**src/rtl/core/apop_pkg.sv**
```systemverilog
// apop_pkg: shared types, fixed-point constants and the output clamp
// for the arm-plane orientation projector; depends on nothing

package apop_pkg;

  localparam int FRAC_BITS = 14;
  localparam int IN_W      = 16;
  localparam int OUT_W     = 18;
  localparam int SUM_W     = 28;

  localparam int ONE     = 1 << FRAC_BITS;
  localparam int OUT_MAX = (1 << (OUT_W - 1)) - 1;
  localparam int OUT_MIN = -(1 << (OUT_W - 1));

  typedef logic signed [IN_W-1:0]  in_t;
  typedef logic signed [OUT_W-1:0] out_t;
  typedef logic signed [SUM_W-1:0] sum_t;

  // clamp a wide signed sum into the output range
  function automatic out_t sat_out(sum_t v);
    if (v > SUM_W'(OUT_MAX)) begin
      sat_out = OUT_W'(OUT_MAX);
    end else if (v < SUM_W'(OUT_MIN)) begin
      sat_out = OUT_W'(OUT_MIN);
    end else begin
      sat_out = v[OUT_W-1:0];
    end
  endfunction

endpackage

```
**src/rtl/core/apop_xprod.sv**
```systemverilog
// apop_xprod: two-stage pipeline forming x' = y' x z' with z' = (zx, 0, zz);
// its second stage is the output register; uses apop_pkg

module apop_xprod
  import apop_pkg::*;
(
  input  logic clk,
  input  logic rst,
  input  logic in_valid,
  output logic in_ready,
  input  out_t nyx,
  input  out_t nyy,
  input  out_t nyz,
  input  in_t  zx,
  input  in_t  zz,
  output logic out_valid,
  input  logic out_ready,
  output out_t new_x_x,
  output out_t new_x_y,
  output out_t new_x_z,
  output out_t new_y_x,
  output out_t new_y_y,
  output out_t new_y_z,
  output out_t new_z_x,
  output out_t new_z_z
);

  localparam int M_W = OUT_W + IN_W;
  localparam int Q_W = M_W - FRAC_BITS;

  logic [1:0] v;
  logic [1:0] en;

  assign en[1]     = !v[1] || out_ready;
  assign en[0]     = !v[0] || en[1];
  assign in_ready  = en[0];
  assign out_valid = v[1];

  always_ff @(posedge clk) begin
    if (rst) begin
      v <= '0;
    end else begin
      if (en[0]) v[0] <= in_valid;
      if (en[1]) v[1] <= v[0];
    end
  end

  // stage 1: four cross-product terms
  logic signed [M_W-1:0] m_yyzz, m_yzzx, m_yxzz, m_yyzx;
  logic signed [Q_W-1:0] q_yyzz, q_yzzx, q_yxzz, q_yyzx;
  out_t s1_yx, s1_yy, s1_yz;
  in_t  s1_zx, s1_zz;

  always_comb begin
    m_yyzz = nyy * zz;
    m_yzzx = nyz * zx;
    m_yxzz = nyx * zz;
    m_yyzx = nyy * zx;
  end

  always_ff @(posedge clk) begin
    if (en[0]) begin
      q_yyzz <= m_yyzz[M_W-1:FRAC_BITS];
      q_yzzx <= m_yzzx[M_W-1:FRAC_BITS];
      q_yxzz <= m_yxzz[M_W-1:FRAC_BITS];
      q_yyzx <= m_yyzx[M_W-1:FRAC_BITS];
      s1_yx  <= nyx;
      s1_yy  <= nyy;
      s1_yz  <= nyz;
      s1_zx  <= zx;
      s1_zz  <= zz;
    end
  end

  // stage 2: combine, clamp, output beat
  sum_t sum_x, sum_y, sum_z;

  always_comb begin
    sum_x = SUM_W'(q_yyzz);
    sum_y = SUM_W'(q_yzzx) - SUM_W'(q_yxzz);
    sum_z = -SUM_W'(q_yyzx);
  end

  always_ff @(posedge clk) begin
    if (en[1]) begin
      new_x_x <= sat_out(sum_x);
      new_x_y <= sat_out(sum_y);
      new_x_z <= sat_out(sum_z);
      new_y_x <= s1_yx;
      new_y_y <= s1_yy;
      new_y_z <= s1_yz;
      new_z_x <= OUT_W'(s1_zx);
      new_z_z <= OUT_W'(s1_zz);
    end
  end

endmodule
```
**config.mk**
```make
export PLATFORM = sky130hd
export DESIGN_NAME = apop_xprod
export DESIGN_NICKNAME = d
export VERILOG_FILES = /design/src/rtl/core/apop_pkg.sv /design/src/rtl/core/apop_xprod.sv
export SDC_FILE = /design/constraint.sdc
export NUM_CORES = 2
export LEC_CHECK = 0
export ABC_AREA = 1
export BUFFER_PORTS_ARGS = -buffer_cell sky130_fd_sc_hd__buf_2
export CELL_PAD_IN_SITES_DETAIL_PLACEMENT = 0
export CELL_PAD_IN_SITES_GLOBAL_PLACEMENT = 1
export CORE_UTILIZATION = 35
export CTS_BUF_LIST = sky130_fd_sc_hd__clkbuf_8
export DETAILED_ROUTE_END_ITERATION = 10
export PLACE_DENSITY_LB_ADDON = 0.1
export SLEW_MARGIN = 20
export SYNTH_ARGS = -nofsm -noshare
export SYNTH_HDL_FRONTEND = slang
export SYNTH_SLANG_ARGS = --single-unit
```
**constraint.sdc**
```tcl
create_clock -name clk -period 7.5 [get_ports clk]
set_input_delay 0.75 -clock clk [delete_from_list [all_inputs] [get_ports clk]]
set_output_delay 0.75 -clock clk [all_outputs]
set_load 0.03 [all_outputs]
```
==> results_dict.tcl <==
set metrics [dict create \
    cp_cell_sequence "buf_2 > nand2_1 > inv_1 > fa_1 > fa_1 > fa_1 > fa_1 > fa_1 > inv_1 > fa_1 > inv_1 > ha_1 > a21o_1 > a21oi_1 > o211ai_1 > a21oi_1 > nand2_1 > xor2_1" \
    grt-ovfl-total 0 \
    multi_input_area_um2 38800 \
    root_buffer "clkbuf_8" \
    fin_crit_ns 6.27 \
    wl_per_cell_um 19.2 \
    regToRegStartpoint "q_yzzx[0]" \
    cts_hold_buf 0 \
    drcViolationCount 0 \
    die_x_um 405 \
    max_cap_violations 0 \
    tns_ns 0 \
    rr_worst_depth 14 \
    synth_top_family_by_area "adder cells" \
    relSlewSlack_pct 36.7 \
    htree_levels 3 \
    viasPerCell 4.60 \
    start_util_pct 35.3 \
    cts_buffers 67 \
    critPathCapture "q_yzzx[18]" \
    die_h_um 405 \
    post_cts_buffers 0 \
    cts.path.max_buffers 3 \
    tightestPinTransition_ns 0.949 \
    place_hpwl_um 146000 \
    routed_wl_um 176000 \
    regArea_um2 9230 \
    synthAdderAreaFrac_pct 48.5 \
    cts_sinks 308 \
    status "finished clean" \
    synth-seq-cells 308 \
    criticalPathCategory "in2reg" \
    crit_path_max_fanout 22 \
    netlist_instances 6716 \
    worstSetupEndpointType "flip-flop" \
    synth_largest_area_cell "fa_1" \
    synth-main-ff-cell "edfxtp_1" \
    critPathRequiredTime_ns 8.00 \
    min_path_type "in2reg" \
    synthArstFlopShare_pct 0 \
    rsz0062_at_grt "no" \
    yosys.area_share.simple_pct 14.6 \
    startpoint "zx[2]" \
    vias 41935 \
    finalSetupViolations 0 \
    cpMostUsedCell "fa_1" \
    cts_resized 0 \
    grt_pass1_vias 45549 \
    syn_area_per_cell_um2 8.46 \
    layout.nets 8512 \
    ys_types 44 \
    min-delay-start "rst" \
    synth_nets 8316 \
    crit_path_top_delay_cell "fa_1" \
    synth_warnings 0 \
    detail_route.iter0.violations 2349 \
    drtPass1Iterations 6 \
    arrival_ns 6.77 \
    clock_latency_ns 0.78 \
    clk_pin_slew_ns 0.06 \
    hold_depth 2 \
    postRouteAntennaNets 0 \
    ys_seq_area_share_pct 16.2 \
    port-buffer-count 235 \
    nFillCells 16857 \
    period_share_pct 83.6 \
    regToRegSetupSlack_ns 4.37 \
    row_count 147 \
    die_area_um2 164000 \
    coreArea_um2 161000 \
    grt_pass1_wl_um 275000 \
    netlist.area_leader.share_pct 40.8 \
    drive_gt1_share_pct 7.31 \
    grt_use_total_pct 22.4 \
    synth_xor_area_share_pct 1.66 \
    synth-edff-count 306 \
    antenna_found_initial 12 \
    r2r-end "new_x_y[13]" \
    synth-compound-area-share_pct 3.45 \
    routabilityCongestion 0.882 \
    worst_setup_path_start_kind "primary input" \
    areaGrowthSynthToFinish_pct 9.98 \
    synth.area.top_cells "fa_1 (41%), edfxtp_1 (16%), inv_1 (14%)" \
    synthMuxAreaShare_pct 0 \
    finClkSkew_ns 0.0500 \
    hold_violations 0 \
    syn_area_um2 56800 \
    crit_path_max_incr_delay_ns 0.93 \
    fmax_ghz 0.160 \
    io_pins 236 \
    slew_violations 0 \
    cts_tree "built" \
    grt_max_degree 67 \
]
## flip-flops by register name, summed over array words and instances (netlist names)
name / flops
s1_zx: 16
s1_yz: 18
v: 2
new_y_y: 18
q_yzzx: 20
new_y_z: 18
q_yxzz: 20
s1_yx: 18
s1_zz: 16
new_x_z: 18
new_x_x: 18
q_yyzx: 20
new_x_y: 18
new_z_z: 16
q_yyzz: 20
new_z_x: 16
new_y_x: 18
s1_yy: 18
## cells in the mapped netlist, types with 4 or more instances
master       n
inv_1     2072
nand2_1   1663
fa_1      1157
ha_1       353
edfxtp_1   306
nor2_1     247
clkbuf_1   230
a21oi_1    177
nand3_1    100
o21ai_0     91
xor2_1      69
xnor2_1     39
nand4_1     35
a21o_1      19
nor3_1      19
nor4_1      14
or2_2       14
a31oi_1     12
o21bai_1    12
o21a_1      11
a211oi_1     9
buf_1        9
o211ai_1     9
a21boi_0     5
buf_4        5
nand2_2      5
nand3b_1     5
buf_2        4
buf_6        4
## layer usage
metal / vias to the layer above / GRT usage, % / wire [um]
met1: 21358 / 32.3 / 83500
li1: 19614 / - / -
met4: 8 / 4.60 / 2810
met5: - / 0 / 50
met3: 146 / 2.44 / 7720
met2: 809 / 36.2 / 81400
## how the worst min path moves through the flow
stage / end / slack (ns)
2_1_floorplan: new_y_x[0] / 0.40
3_3_place_gp: new_z_z[4] / 0.40
3_5_place_dp: new_y_x[2] / 0.40
4_1_cts: v[0] / 0.03
5_1_grt: v[1] / 0.11
6_report: v[0] / 0.16
## cell type report
type / instances / area share [%]
Multi-Input combinational cell: 4081 / 62.1
Sequential cell: 308 / 14.8
Clock inverter: 52 / 0.703
Inverter: 2074 / 12.5
Antenna cell: 2 / 0.00801
Tap cell: 2160 / 4.33
Timing Repair Buffer: 380 / 4.08
Clock buffer: 69 / 1.52
## critical path: cells and delay by family
family / cells / cell delay [ns]
simple gates: 2 / 0.28
compound gates: 4 / 0.94
buf+inv: 4 / 0.72
xor+xnor: 1 / 0.16
fa+ha+maj: 7 / 3.87
## metrics by stage
step                      hold WS [ns]  instance area (um2)  util (%)  instances  setup WS (ns)
after CTS                       0.0347                62500      38.8       9124           1.29
after global placement           0.401                61100      38.0       9003          0.435
after floorplan                  0.400                56800         -       6716          0.905
after global routing             0.108                62500      38.8       9126           1.03
final                            0.155                62500      38.8       9126           1.23
after detailed placement         0.405                61100      38.0       9003          0.403
## placed cells by master, fill, tap and decap left out, drive strengths merged, types with 39 or more instances in the layout
cell type / count
edfxtp: 306
inv: 2088
ha: 353
nand2: 1668
nand3: 102
clkbuf: 69
xor2: 69
a21oi: 177
fa: 1157
nor2: 250
o21ai: 93
buf: 380
xnor2: 39
## kinds of logic after synthesis
family	count (synthesis)
XOR/XNOR	108
buffers and inverters	2327
flip-flops	308
AND/OR/NAND/NOR	2112
AO/OA/AOI/OAI	351
adder cells (fa/ha/maj)	1510
Power is left out: the tool's default activity adds up to more than one toggle a clock period on the data nets, which glitch-free logic cannot reach.
